`src/hdl/iasa_pkg.sv`:
```
package iasa_pkg;

   // Default sizing of the group table, the slot lists and the pass counters.
   localparam int GROUPS_DEF          = 16;
   localparam int SLOTS_PER_GROUP_DEF = 8;
   localparam int PASS_BITS_DEF       = 16;

   // Operation codes carried by an input beat.
   localparam logic OP_ASSIGN = 1'b0;
   localparam logic OP_CLEAR  = 1'b1;

   // Status codes carried by a result beat.
   localparam logic [2:0] ST_REUSED      = 3'd0;
   localparam logic [2:0] ST_NEW         = 3'd1;
   localparam logic [2:0] ST_SKIP        = 3'd2;
   localparam logic [2:0] ST_GROUPS_FULL = 3'd3;
   localparam logic [2:0] ST_SLOTS_FULL  = 3'd4;

   // One input beat.
   typedef struct packed {
      logic        operation;
      logic [63:0] group_key;
      logic [15:0] first_pass;
      logic [15:0] last_pass;
      logic        allocate;
   } req_type;

   // One result beat.
   typedef struct packed {
      logic [2:0] slot;
      logic [2:0] status;
   } rsp_type;

endpackage

```
`src/hdl/iasa_ram.sv`:
```
module iasa_ram #(
   parameter int WIDTH = 16,
   parameter int DEPTH = 16
) (
   input  logic                                     clock,
   input  logic                                     wr_en,
   input  logic [((DEPTH > 1) ? $clog2(DEPTH) : 1)-1:0] wr_addr,
   input  logic [WIDTH-1:0]                         wr_data,
   input  logic [((DEPTH > 1) ? $clog2(DEPTH) : 1)-1:0] rd_addr,
   output logic [WIDTH-1:0]                         rd_data
);

   logic [WIDTH-1:0] mem_ff [DEPTH];
   logic [WIDTH-1:0] rd_data_ff;

   // One write port and one read port with registered read data.
   always_ff @(posedge clock) begin
      if (wr_en) begin
         mem_ff[wr_addr] <= wr_data;
      end
      rd_data_ff <= mem_ff[rd_addr];
   end

   assign rd_data = rd_data_ff;

endmodule

```
`src/hdl/interval_alias_slot_assigner_core.sv`:
```
// First-fit alias slot assigner for render pass resources.
//
// Input beats arrive on req_valid / req_ready / req_data. A clear beat forgets
// every group; an assign beat names a group key, a first and last pass and an
// allocate flag. Each input beat gives exactly one result beat on
// rsp_valid / rsp_ready / rsp_data, carrying the slot and a status code.
//
// Sequence from the accepting edge to the load of the result register: a clear
// or a skipped entry goes straight to the hand-off state. An allocated entry
// sweeps the tag memory one row a cycle, then the group's slots one slot a
// cycle, through a single compare path on registered read data, and then hands
// off the result. A new group has no slots to compare and takes a new slot; a
// full table skips the slot sweep. req_ready is high only in the idle state.
//
// The result sits in an output register, so the next beat may be accepted
// while an earlier result waits on a stalled receiver; that beat then holds
// its own result until the register frees up.
// Reset drops every group at once; tag and pass memories need no sweep.
module interval_alias_slot_assigner_core #(
   parameter int GROUPS          = iasa_pkg::GROUPS_DEF,
   parameter int SLOTS_PER_GROUP = iasa_pkg::SLOTS_PER_GROUP_DEF,
   parameter int PASS_BITS       = iasa_pkg::PASS_BITS_DEF
) (
   input  logic              clock,
   input  logic              reset,
   input  logic              req_valid,
   output logic              req_ready,
   input  iasa_pkg::req_type req_data,
   output logic              rsp_valid,
   input  logic              rsp_ready,
   output iasa_pkg::rsp_type rsp_data
);

   localparam int GIDX_W = (GROUPS > 1) ? $clog2(GROUPS) : 1;
   localparam int GCNT_W = $clog2(GROUPS + 1);
   localparam int SIDX_W = (SLOTS_PER_GROUP > 1) ? $clog2(SLOTS_PER_GROUP) : 1;
   localparam int SCNT_W = $clog2(SLOTS_PER_GROUP + 1);
   localparam int SDEPTH = GROUPS * SLOTS_PER_GROUP;
   localparam int SA_W   = (SDEPTH > 1) ? $clog2(SDEPTH) : 1;

   // Sequencer states.
   localparam logic [1:0] S_IDLE  = 2'd0;
   localparam logic [1:0] S_GSCAN = 2'd1;
   localparam logic [1:0] S_SSCAN = 2'd2;
   localparam logic [1:0] S_EMIT  = 2'd3;

   logic [1:0]              state_ff, state_in;
   logic [GROUPS-1:0]       valid_ff, valid_in;
   logic [SCNT_W-1:0]       cnt_ff [GROUPS];
   logic [SCNT_W-1:0]       cnt_in [GROUPS];

   // Captured entry.
   logic [63:0]             key_ff, key_in;
   logic [PASS_BITS-1:0]    first_ff, first_in;
   logic [PASS_BITS-1:0]    last_ff, last_in;

   // Group sweep.
   logic [GCNT_W-1:0]       gscan_ff, gscan_in;
   logic                    gpend_ff, gpend_in;
   logic [GIDX_W-1:0]       gpidx_ff, gpidx_in;
   logic                    free_found_ff, free_found_in;
   logic [GIDX_W-1:0]       free_ff, free_in;
   logic [GIDX_W-1:0]       grp_ff, grp_in;

   // Slot sweep.
   logic [SCNT_W-1:0]       sscan_ff, sscan_in;
   logic                    spend_ff, spend_in;
   logic [SIDX_W-1:0]       spidx_ff, spidx_in;
   logic [SCNT_W-1:0]       nslot_ff, nslot_in;

   // Pending result and output register.
   iasa_pkg::rsp_type       res_ff, res_in;
   iasa_pkg::rsp_type       rsp_ff, rsp_in;
   logic                    rsp_valid_ff, rsp_valid_in;

   // Memory ports.
   logic                    tag_wr_en;
   logic [GIDX_W-1:0]       tag_rd_addr;
   logic [63:0]             tag_rd_data;
   logic                    sl_wr_en;
   logic [SA_W-1:0]         sl_wr_addr;
   logic [SA_W-1:0]         sl_rd_addr;
   logic [PASS_BITS-1:0]    sl_rd_data;
   logic [SA_W-1:0]         sl_base;

   logic [31:0]             first_wide;
   logic [31:0]             last_wide;
   logic [31:0]             spidx_wide;
   logic [31:0]             nslot_wide;
   logic                    out_free;

   // Pass fields zero-extended, then taken to the pass counter width.
   assign first_wide = {16'd0, req_data.first_pass};
   assign last_wide  = {16'd0, req_data.last_pass};
   assign spidx_wide = 32'(spidx_ff);
   assign nslot_wide = 32'(nslot_ff);

   assign sl_base  = SA_W'(grp_ff) * SA_W'(SLOTS_PER_GROUP);
   assign out_free = !rsp_valid_ff || rsp_ready;

   assign req_ready = (state_ff == S_IDLE);
   assign rsp_valid = rsp_valid_ff;
   assign rsp_data  = rsp_ff;

   iasa_ram #(
      .WIDTH (64),
      .DEPTH (GROUPS)
   ) u_tag_ram (
      .clock   (clock),
      .wr_en   (tag_wr_en),
      .wr_addr (free_ff),
      .wr_data (key_ff),
      .rd_addr (tag_rd_addr),
      .rd_data (tag_rd_data)
   );

   iasa_ram #(
      .WIDTH (PASS_BITS),
      .DEPTH (SDEPTH)
   ) u_slot_ram (
      .clock   (clock),
      .wr_en   (sl_wr_en),
      .wr_addr (sl_wr_addr),
      .wr_data (last_ff),
      .rd_addr (sl_rd_addr),
      .rd_data (sl_rd_data)
   );

   // Sequencer: capture, group sweep, slot sweep, result hand-off.
   always_comb begin
      state_in      = state_ff;
      valid_in      = valid_ff;
      cnt_in        = cnt_ff;
      key_in        = key_ff;
      first_in      = first_ff;
      last_in       = last_ff;
      gscan_in      = gscan_ff;
      gpend_in      = gpend_ff;
      gpidx_in      = gpidx_ff;
      free_found_in = free_found_ff;
      free_in       = free_ff;
      grp_in        = grp_ff;
      sscan_in      = sscan_ff;
      spend_in      = spend_ff;
      spidx_in      = spidx_ff;
      nslot_in      = nslot_ff;
      res_in        = res_ff;
      rsp_in        = rsp_ff;
      rsp_valid_in  = rsp_valid_ff;
      tag_wr_en     = 1'b0;
      tag_rd_addr   = gscan_ff[GIDX_W-1:0];
      sl_wr_en      = 1'b0;
      sl_wr_addr    = sl_base + SA_W'(spidx_ff);
      sl_rd_addr    = sl_base + SA_W'(sscan_ff[SIDX_W-1:0]);

      // The output register drains whenever the receiver takes its beat.
      if (rsp_valid_ff && rsp_ready) begin
         rsp_valid_in = 1'b0;
      end

      unique case (state_ff)
         S_IDLE: begin
            if (req_valid) begin
               key_in        = req_data.group_key;
               first_in      = first_wide[PASS_BITS-1:0];
               last_in       = last_wide[PASS_BITS-1:0];
               gscan_in      = '0;
               gpend_in      = 1'b0;
               free_found_in = 1'b0;
               res_in.slot   = 3'd0;
               res_in.status = iasa_pkg::ST_SKIP;
               if (req_data.operation == iasa_pkg::OP_CLEAR) begin
                  valid_in = '0;
                  for (int g = 0; g < GROUPS; g++) begin
                     cnt_in[g] = '0;
                  end
                  state_in = S_EMIT;
               end else if (!req_data.allocate) begin
                  state_in = S_EMIT;
               end else begin
                  state_in = S_GSCAN;
               end
            end
         end

         S_GSCAN: begin
            // Issue the next row while comparing the one read last cycle.
            gpend_in = (gscan_ff < GCNT_W'(GROUPS));
            gpidx_in = gscan_ff[GIDX_W-1:0];
            if (gscan_ff < GCNT_W'(GROUPS)) begin
               gscan_in = gscan_ff + 1'b1;
            end
            if (gpend_ff) begin
               if (valid_ff[gpidx_ff] && (tag_rd_data == key_ff)) begin
                  grp_in   = gpidx_ff;
                  nslot_in = cnt_ff[gpidx_ff];
                  sscan_in = '0;
                  spend_in = 1'b0;
                  state_in = S_SSCAN;
               end else if (!valid_ff[gpidx_ff] && !free_found_ff) begin
                  free_found_in = 1'b1;
                  free_in       = gpidx_ff;
               end
            end else if (gscan_ff >= GCNT_W'(GROUPS)) begin
               // Sweep done without a match: open the first free row, or report a full table.
               if (free_found_ff) begin
                  tag_wr_en         = 1'b1;
                  valid_in[free_ff] = 1'b1;
                  cnt_in[free_ff]   = '0;
                  grp_in            = free_ff;
                  nslot_in          = '0;
                  sscan_in          = '0;
                  spend_in          = 1'b0;
                  state_in          = S_SSCAN;
               end else begin
                  res_in.slot   = 3'd0;
                  res_in.status = iasa_pkg::ST_GROUPS_FULL;
                  state_in      = S_EMIT;
               end
            end
         end

         S_SSCAN: begin
            // Same overlap over the group's slots in creation order.
            spend_in = (sscan_ff < nslot_ff);
            spidx_in = sscan_ff[SIDX_W-1:0];
            if (sscan_ff < nslot_ff) begin
               sscan_in = sscan_ff + 1'b1;
            end
            if (spend_ff) begin
               if (sl_rd_data < first_ff) begin
                  sl_wr_en      = 1'b1;
                  res_in.slot   = spidx_wide[2:0];
                  res_in.status = iasa_pkg::ST_REUSED;
                  state_in      = S_EMIT;
               end
            end else if (sscan_ff >= nslot_ff) begin
               if (nslot_ff >= SCNT_W'(SLOTS_PER_GROUP)) begin
                  res_in.slot   = 3'd0;
                  res_in.status = iasa_pkg::ST_SLOTS_FULL;
               end else begin
                  sl_wr_en       = 1'b1;
                  sl_wr_addr     = sl_base + SA_W'(nslot_ff[SIDX_W-1:0]);
                  cnt_in[grp_ff] = nslot_ff + 1'b1;
                  res_in.slot    = nslot_wide[2:0];
                  res_in.status  = iasa_pkg::ST_NEW;
               end
               state_in = S_EMIT;
            end
         end

         S_EMIT: begin
            if (out_free) begin
               rsp_in       = res_ff;
               rsp_valid_in = 1'b1;
               state_in     = S_IDLE;
            end
         end

         default: begin
            state_in = S_IDLE;
         end
      endcase
   end

   // Control state is reset; captured payload is not.
   always_ff @(posedge clock) begin
      if (reset) begin
         state_ff     <= S_IDLE;
         valid_ff     <= '0;
         rsp_valid_ff <= 1'b0;
         for (int g = 0; g < GROUPS; g++) begin
            cnt_ff[g] <= '0;
         end
      end else begin
         state_ff     <= state_in;
         valid_ff     <= valid_in;
         rsp_valid_ff <= rsp_valid_in;
         cnt_ff       <= cnt_in;
      end
      key_ff        <= key_in;
      first_ff      <= first_in;
      last_ff       <= last_in;
      gscan_ff      <= gscan_in;
      gpend_ff      <= gpend_in;
      gpidx_ff      <= gpidx_in;
      free_found_ff <= free_found_in;
      free_ff       <= free_in;
      grp_ff        <= grp_in;
      sscan_ff      <= sscan_in;
      spend_ff      <= spend_in;
      spidx_ff      <= spidx_in;
      nslot_ff      <= nslot_in;
      res_ff        <= res_in;
      rsp_ff        <= rsp_in;
   end

   // A beat taken in is followed by a busy cycle.
   a_busy_after_accept: assert property (@(posedge clock) disable iff (reset)
      (req_valid && req_ready) |=> !req_ready)
      else $error("block still ready after accepting a beat");

   // Only reuse and new-slot results name a slot.
   a_slot_zero: assert property (@(posedge clock) disable iff (reset)
      (rsp_valid && (rsp_data.status != iasa_pkg::ST_REUSED)
                 && (rsp_data.status != iasa_pkg::ST_NEW)) |-> (rsp_data.slot == 3'd0))
      else $error("slot given with a status that assigns none");

   // A group never holds more slots than its list allows.
   a_slot_bound: assert property (@(posedge clock) disable iff (reset)
      (state_ff == S_SSCAN) |-> (nslot_ff <= SCNT_W'(SLOTS_PER_GROUP)))
      else $error("slot count beyond the list size");

   // A tag is written only into a row that was free during the sweep.
   a_tag_free_row: assert property (@(posedge clock) disable iff (reset)
      tag_wr_en |-> (free_found_ff && !valid_ff[free_ff] && (state_ff == S_GSCAN)))
      else $error("group opened over a live row");

   // A result is loaded only when the output register can take it.
   a_no_overwrite: assert property (@(posedge clock) disable iff (reset)
      (rsp_valid && !rsp_ready) |=> (rsp_valid && $stable(rsp_data)))
      else $error("pending result overwritten");

endmodule
```
`config.mk`:
```
export PLATFORM = sky130hd
export DESIGN_NAME = interval_alias_slot_assigner_core
export DESIGN_NICKNAME = d
export VERILOG_FILES = /design/src/hdl/iasa_pkg.sv /design/src/hdl/iasa_ram.sv /design/src/hdl/interval_alias_slot_assigner_core.sv
export SDC_FILE = /design/constraint.sdc
export NUM_CORES = 2
export LEC_CHECK = 0
export ABC_AREA = 1
export BUFFER_PORTS_ARGS = -buffer_cell sky130_fd_sc_hd__buf_4
export CAP_MARGIN = 40
export CORE_MARGIN = 8
export CORE_UTILIZATION = 27
export CTS_CLUSTER_DIAMETER = 100
export DETAILED_ROUTE_END_ITERATION = 8
export GPL_ROUTABILITY_DRIVEN = 0
export SYNTH_ARGS = -nofsm -noshare
export SYNTH_HDL_FRONTEND = slang
export SYNTH_SLANG_ARGS = --single-unit
export TNS_END_PERCENT = 20
```
`constraint.sdc`:
```
create_clock -name clock -period 16 [get_ports clock]
set_input_delay 0.8 -clock clock [delete_from_list [all_inputs] [get_ports clock]]
set_output_delay 0.8 -clock clock [all_outputs]
set_load 0.005 [all_outputs]
```
### Word level (Yosys, flattened, before mapping)

Memories as Yosys holds them, arrays and structs flattened. A register that Yosys moved wholly into a read port is not among the register bits.
Cells that the tools add are included.
Widths: inputs -> output; s select.

* memories kept: 2
* logic and storage cells: 213
* register bits after elaboration: 222
* memory bits (writable): 3072

* mux-type cells: 94
* reduce and logical (&&, ||, !) cells: 29
* bitwise logic cells: 7
* magnitude comparators: 14
* equal/unequal tests: 25
* $add $sub $neg: 6

Memories
* u_slot_ram.mem_ff: words 128, bits a word 16, rd ports 1, clocked after Yosys merged registers in 1, write ports 1, RTL line iasa_ram.sv:13 `logic [WIDTH-1:0] mem_ff [DEPTH];`
* u_tag_ram.mem_ff: words 16, bits a word 64, rd ports 1, clocked after Yosys merged registers in 1, write ports 1, RTL line iasa_ram.sv:13

Operator list (count)
* $mux 64: 8
* $pmux 64 s3: 1
* $mux 16: 5
* $and 64x64->64: 1
* $bwmux 64: 1
* $eq 64x64->1: 1
* $not 64->64: 1
* $mux 4: 15
* $mux 6: 8
* $demux 4 s4: 2
* $pmux 16 s2: 1
* $mux 7: 4
* $ne 2x2->1 const B: 14
* $mux 1: 27
* $add 7x3->7: 3
* $ge 5x5->1 const B: 4
* $mux 2: 10
* $pmux 6 s3: 1
* $bmux 4 s4: 1
* $lt 16x16->1: 1
* $or 16x16->16: 1
* $ne 3x3->1 const B: 5
* $not 4->5: 3
* $reduce_and 4->1: 3
* other kinds (32): 54

### Logic depth before layout (Yosys ltp)

* depth in word-level cells: 11
* mapped depth: 20

### By module

Synthesis repeated with hierarchy kept, for this count alone.

* cell total of the unflattened synthesis: 12366
* area, all modules: 139653.9 um^2

By module, submodules not included
* iasa_ram at u_slot_ram: cells each 6793, times used 1, area an instance 82828.2 um^2
* iasa_ram at u_tag_ram: cells each 4210, times used 1, area an instance 45285.9 um^2
* interval_alias_slot_assigner_core: cells each 1363, times used 1, area an instance 11539.8 um^2

### Worst setup path after synthesis

No wires, ideal clock.

* kind: reg2reg
* from: register state_ff[1]
* to: memory u_tag_ram.mem_ff[2][0] (enable)
* arrival time: 5.509 ns
* path buffers: 1
* slack: 9.926 ns
* library setup time: 0.565 ns
* cell stages (with the launch flop): 8
* cells stage by stage: dfxtp_1 > inv_1 > ha_1 > buf_6 > nand2_1 > inv_1 > nand3_1 > nor3_1

* word-level cells in the longest chain between the ends: 4

Ends and longest elaborated chain
* start: declaration: RTL line interval_alias_slot_assigner_core.sv:47 `logic [1:0] state_ff, state_in;`
* start signal: assignment: RTL line interval_alias_slot_assigner_core.sv:276 `state_ff <= state_in;`
* $eq 2x1->1: RTL line interval_alias_slot_assigner_core.sv:161 `unique case (state_ff)`
* $mux 1: RTL line interval_alias_slot_assigner_core.sv:161
* $mux 1: RTL line iasa_ram.sv:18 `if (wr_en) begin`
* $mux 1 (implied by the code): RTL line iasa_ram.sv:19 `mem_ff[wr_addr] <= wr_data;`
* end: declaration: RTL line iasa_ram.sv:13

No other way between the ends.

### Worst setup path after layout

* from: register sscan_ff[0]
* to: register u_slot_ram.rd_data_ff[4] (netlist: u_slot_ram.rd_data[4]) (read register of u_slot_ram.mem_ff)

* word-level cells in the longest chain between the ends: 1

Ends and longest elaborated chain
* start: declaration: RTL line interval_alias_slot_assigner_core.sv:66 `logic [SCNT_W-1:0] sscan_ff, sscan_in;`
* start signal: assignment: RTL line interval_alias_slot_assigner_core.sv:290 `sscan_ff <= sscan_in;`
* $add 7x3->7: RTL line interval_alias_slot_assigner_core.sv:154 `sl_rd_addr = sl_base + SA_W'(sscan_ff[SIDX_W-1:0]);`
* end: declaration: RTL line iasa_ram.sv:14 `logic [WIDTH-1:0] rd_data_ff;`

No other way between the ends.
A chain may end at the register's enable or synchronous reset.

==> impl_metrics.yaml <==
clock_tree:
  numClockSinks: 3374
  postCtsSetupBuffers: 0
  latest_clock_arrival_within_the_worst_skew_pair_ps: 920
  bufs_on_longest_clock_path: 4
  cts.htree.levels: 5
  clock_tree_from_tritoncts: "yes"
  worst_setup_hold_path_clk_slew_ps: 70
  cts_made_buffers: 316
  ctsRootBufferMaster: "sky130_fd_sc_hd__clkbuf_16"
synthesis:
  sequential_share_of_the_synthesized_area_pct: 75.0
  synth_seq_cells: 3374
  synth.net_count: 9763
  yosys_warnings: 0
  postSynthCellCount: 9633
  synth_top_area_share_pct: 72.6
  ys_types: 46
  avgSynthCellArea_sq_um: 13.8
  synth.area.top_cells: "sky130_fd_sc_hd__edfxtp_1 73%, sky130_fd_sc_hd__nor2_1 5.4%, sky130_fd_sc_hd__o21ai_0 4.1%"
  syn-cell-area_sq_um: 133000
  netlist.top_cell.by_area: "sky130_fd_sc_hd__edfxtp_1"
power_and_ir_drop:
  power-per-cell-area_nw_per_um2: 162
  p_total_mw: 24.7
  vdd_ir_drop_max_mv: 0.131
  static_leakage_nw: 48.5
sta:
  finalClockSkew_ps: 89.9
  timing.final.crit_share_pct: 34.4
  setup_tns_ps: 0
  achievable-frequency_ghz: 0.182
  timing.final.hold_violations: 0
  tightestPinTransition_ps: 1290
  fin_worst_hold_slack_ps: 71.2
  final_period_minus_worst_setup_slack_ps: 5510
  setup_viol: 0
  setup_repair_after_global_routing_missed_its_margin: "no"
  finalMaxSlewViolations: 0
  maxSlewHeadroom_pct: 14.0
drt:
  drc: 0
  postRouteAntennaNets: 0
  route.detailed.wl_per_inst_microns: 21.6
  post_drt_via_cell_ratio: 4.91
  drt-pass1-iter-count: 6
  drt-initial-drc-count: 8341
  via_count: 80800
  postRouteWirelength_microns: 357000
grt:
  number_of_global_route_vias_before_repair: 77400
  grt.overflow.total: 0
  grt_antenna_before_repair: 17
  first_pass_grt_wire_length_microns: 520000
  grt_use_total_pct: 13.1
  grt_start_max_net_pins: 232
worst_setup_path:
  critPathKind: "reg -> reg"
  worst_setup_path_start_kind: "flop"
  cp_cell_sequence: "buf_4 > buf_4 > buf_4 > buf_4 > buf_4 > mux2i_1 > o221ai_1 > o211ai_1 > nand2_1 > nor2_1 > nor2_1 > nor2_1 > nand2_1"
  critical-path-max-stage-delay_ps: 830
  cp-end-kind: "flop"
  cp.arrival_ps: 6300
  critical_path.most_common_cell: "sky130_fd_sc_hd__buf_4"
  crit_fanout: 69
  cp_top_family: "buffers and inverters"
  worstPathRequired_ps: 16800
  path_buf_inv: 5
  critical_path.slowest_cell: "sky130_fd_sc_hd__buf_4"
floorplanning:
  ioPinCount: 110
  coreArea_sq_um: 490000
  floorplan.rows: 257
  die_x_microns: 717
  initial_utilization_pct: 27.1
  fp.dieArea_sq_um: 515000
  die_height_microns: 717
cells_and_area:
  final.fill_count: 48200
  layout.cells.non_filler: 16500
  finalCoreUtilization_pct: 31.1
  area.growth.synth_to_final_pct: 14.7
  layout.nets: 9881
  drive_above_1_share_pct: 9.36
run_status:
  status: "finished, final reports clean"
place:
  io_buffer_count: 109
  numPlacedInstances: 15900
  dp.final_hpwl_microns: 192000
job:
  drv_cap: 0
hold_path:
  worst_hold_path_type: "in -> reg"
[worst paths after layout]
kind	startpoint	endpoint	slack [ps]	cells after the start
worst min register to register	res_ff[1]	rsp_data[1]	420	0
worst max-delay path	sscan_ff[0]	u_slot_ram.rd_data[4]	10490	13
worst max register to register	sscan_ff[0]	u_slot_ram.rd_data[4]	10490	13
worst min-delay path	req_data[73]	key_ff[40]	70	1
[cell type report]
| type | count | area (sq um) | share of cell area (%) |
|---|---|---|---|
| Tap cell | 6475 | 8100 | 5.32 |
| Sequential cell | 3374 | 99700 | 65.4 |
| Inverter | 199 | 778 | 0.511 |
| Clock inverter | 163 | 1490 | 0.976 |
| Antenna cell | 6 | 15.0 | 0.00985 |
| Multi-Input combinational cell | 5408 | 29800 | 19.5 |
| Timing Repair Buffer | 452 | 4060 | 2.67 |
| Clock buffer | 402 | 8470 | 5.56 |
[flip-flops by register name, indices dropped and copies added, names as in the netlist, 5 cells and up]
name                count
cnt_ff                 64
first_ff               16
gscan_ff                5
key_ff                 64
last_ff                16
res_ff                  6
rsp_data                6
u_slot_ram.mem_ff    2048
u_slot_ram.rd_data     16
u_tag_ram.mem_ff     1024
u_tag_ram.rd_data      64
valid_ff               16
[routing by layer]
metal,global-route usage (%),wire [microns],vias up
li1,-,-,36500
met1,17.7,152000,41000
met2,22.0,170000,2812
met3,1.65,22500,539
met4,4.27,11700,12
met5,0,77,-
[synth_stat cells, drive strengths merged]
| cell type | instances |
|---|---|
| o211ai | 352 |
| a22oi | 2 |
| o21bai | 1 |
| o22ai | 78 |
| and3 | 2 |
| nor2 | 1912 |
| clkbuf | 435 |
| xnor2 | 3 |
| ha | 28 |
| nand4 | 32 |
| a211oi | 1 |
| nor4 | 4 |
| clkinv | 3 |
| nor3 | 21 |
| buf | 217 |
| o21ai | 1097 |
| or2 | 9 |
| and2 | 5 |
| dfxtp | 163 |
| o31ai | 2 |
| a31oi | 11 |
| mux2i | 402 |
| o21a | 3 |
| edfxtp | 3211 |
| a21oi | 169 |
| nand3 | 267 |
| inv | 196 |
| o221ai | 328 |
| nand2 | 441 |
| o32ai | 199 |
| xor2 | 39 |
[cell families after synthesis]
logic type,after synthesis,share of synthesized area (%)
simple gates,2693,8.02
fa+ha+maj,28,0.264
flops,3374,75.0
compound gates,2243,10.7
mux,402,3.03
buf+inv,851,2.67
xor+xnor,42,0.277
[metrics by stage]
stage | area (sq um) | worst slack [ps]
after global routing | 152000 | 10170
after floorplan | 133000 | 9930
after detailed placement | 142000 | 10490
after CTS | 152000 | 10490
final | 152000 | 10490
after global placement | 141000 | 10410
[layout by cell type (no fill, tap or decap), drive strengths merged, types with 163 or more instances in the layout]
cell	count
edfxtp	3211
nor2	1912
o21ai	1097
nand2	441
buf	431
mux2i	402
clkbuf	402
o211ai	352
o221ai	328
nand3	267
inv	212
o32ai	199
a21oi	169
dfxtp	163
[where the power goes]
group | switching [mW] | total [mW] | internal, mW
clock | 3.26 | 7.39 | 4.13
sequential | 0.260 | 10.5 | 10.3
combinational | 4.82 | 6.79 | 1.97
total | 8.34 | 24.7 | 16.4
[repair_timing]
| item | 4_1_cts | 5_1_grt |
|---|---|---|
| hold buffers | 21 | 0 |
| endpoints found under the hold margin | 21 | 0 |
| resized for setup | 0 | 0 |
No activity file was read; power rests on OpenSTA's default activity.
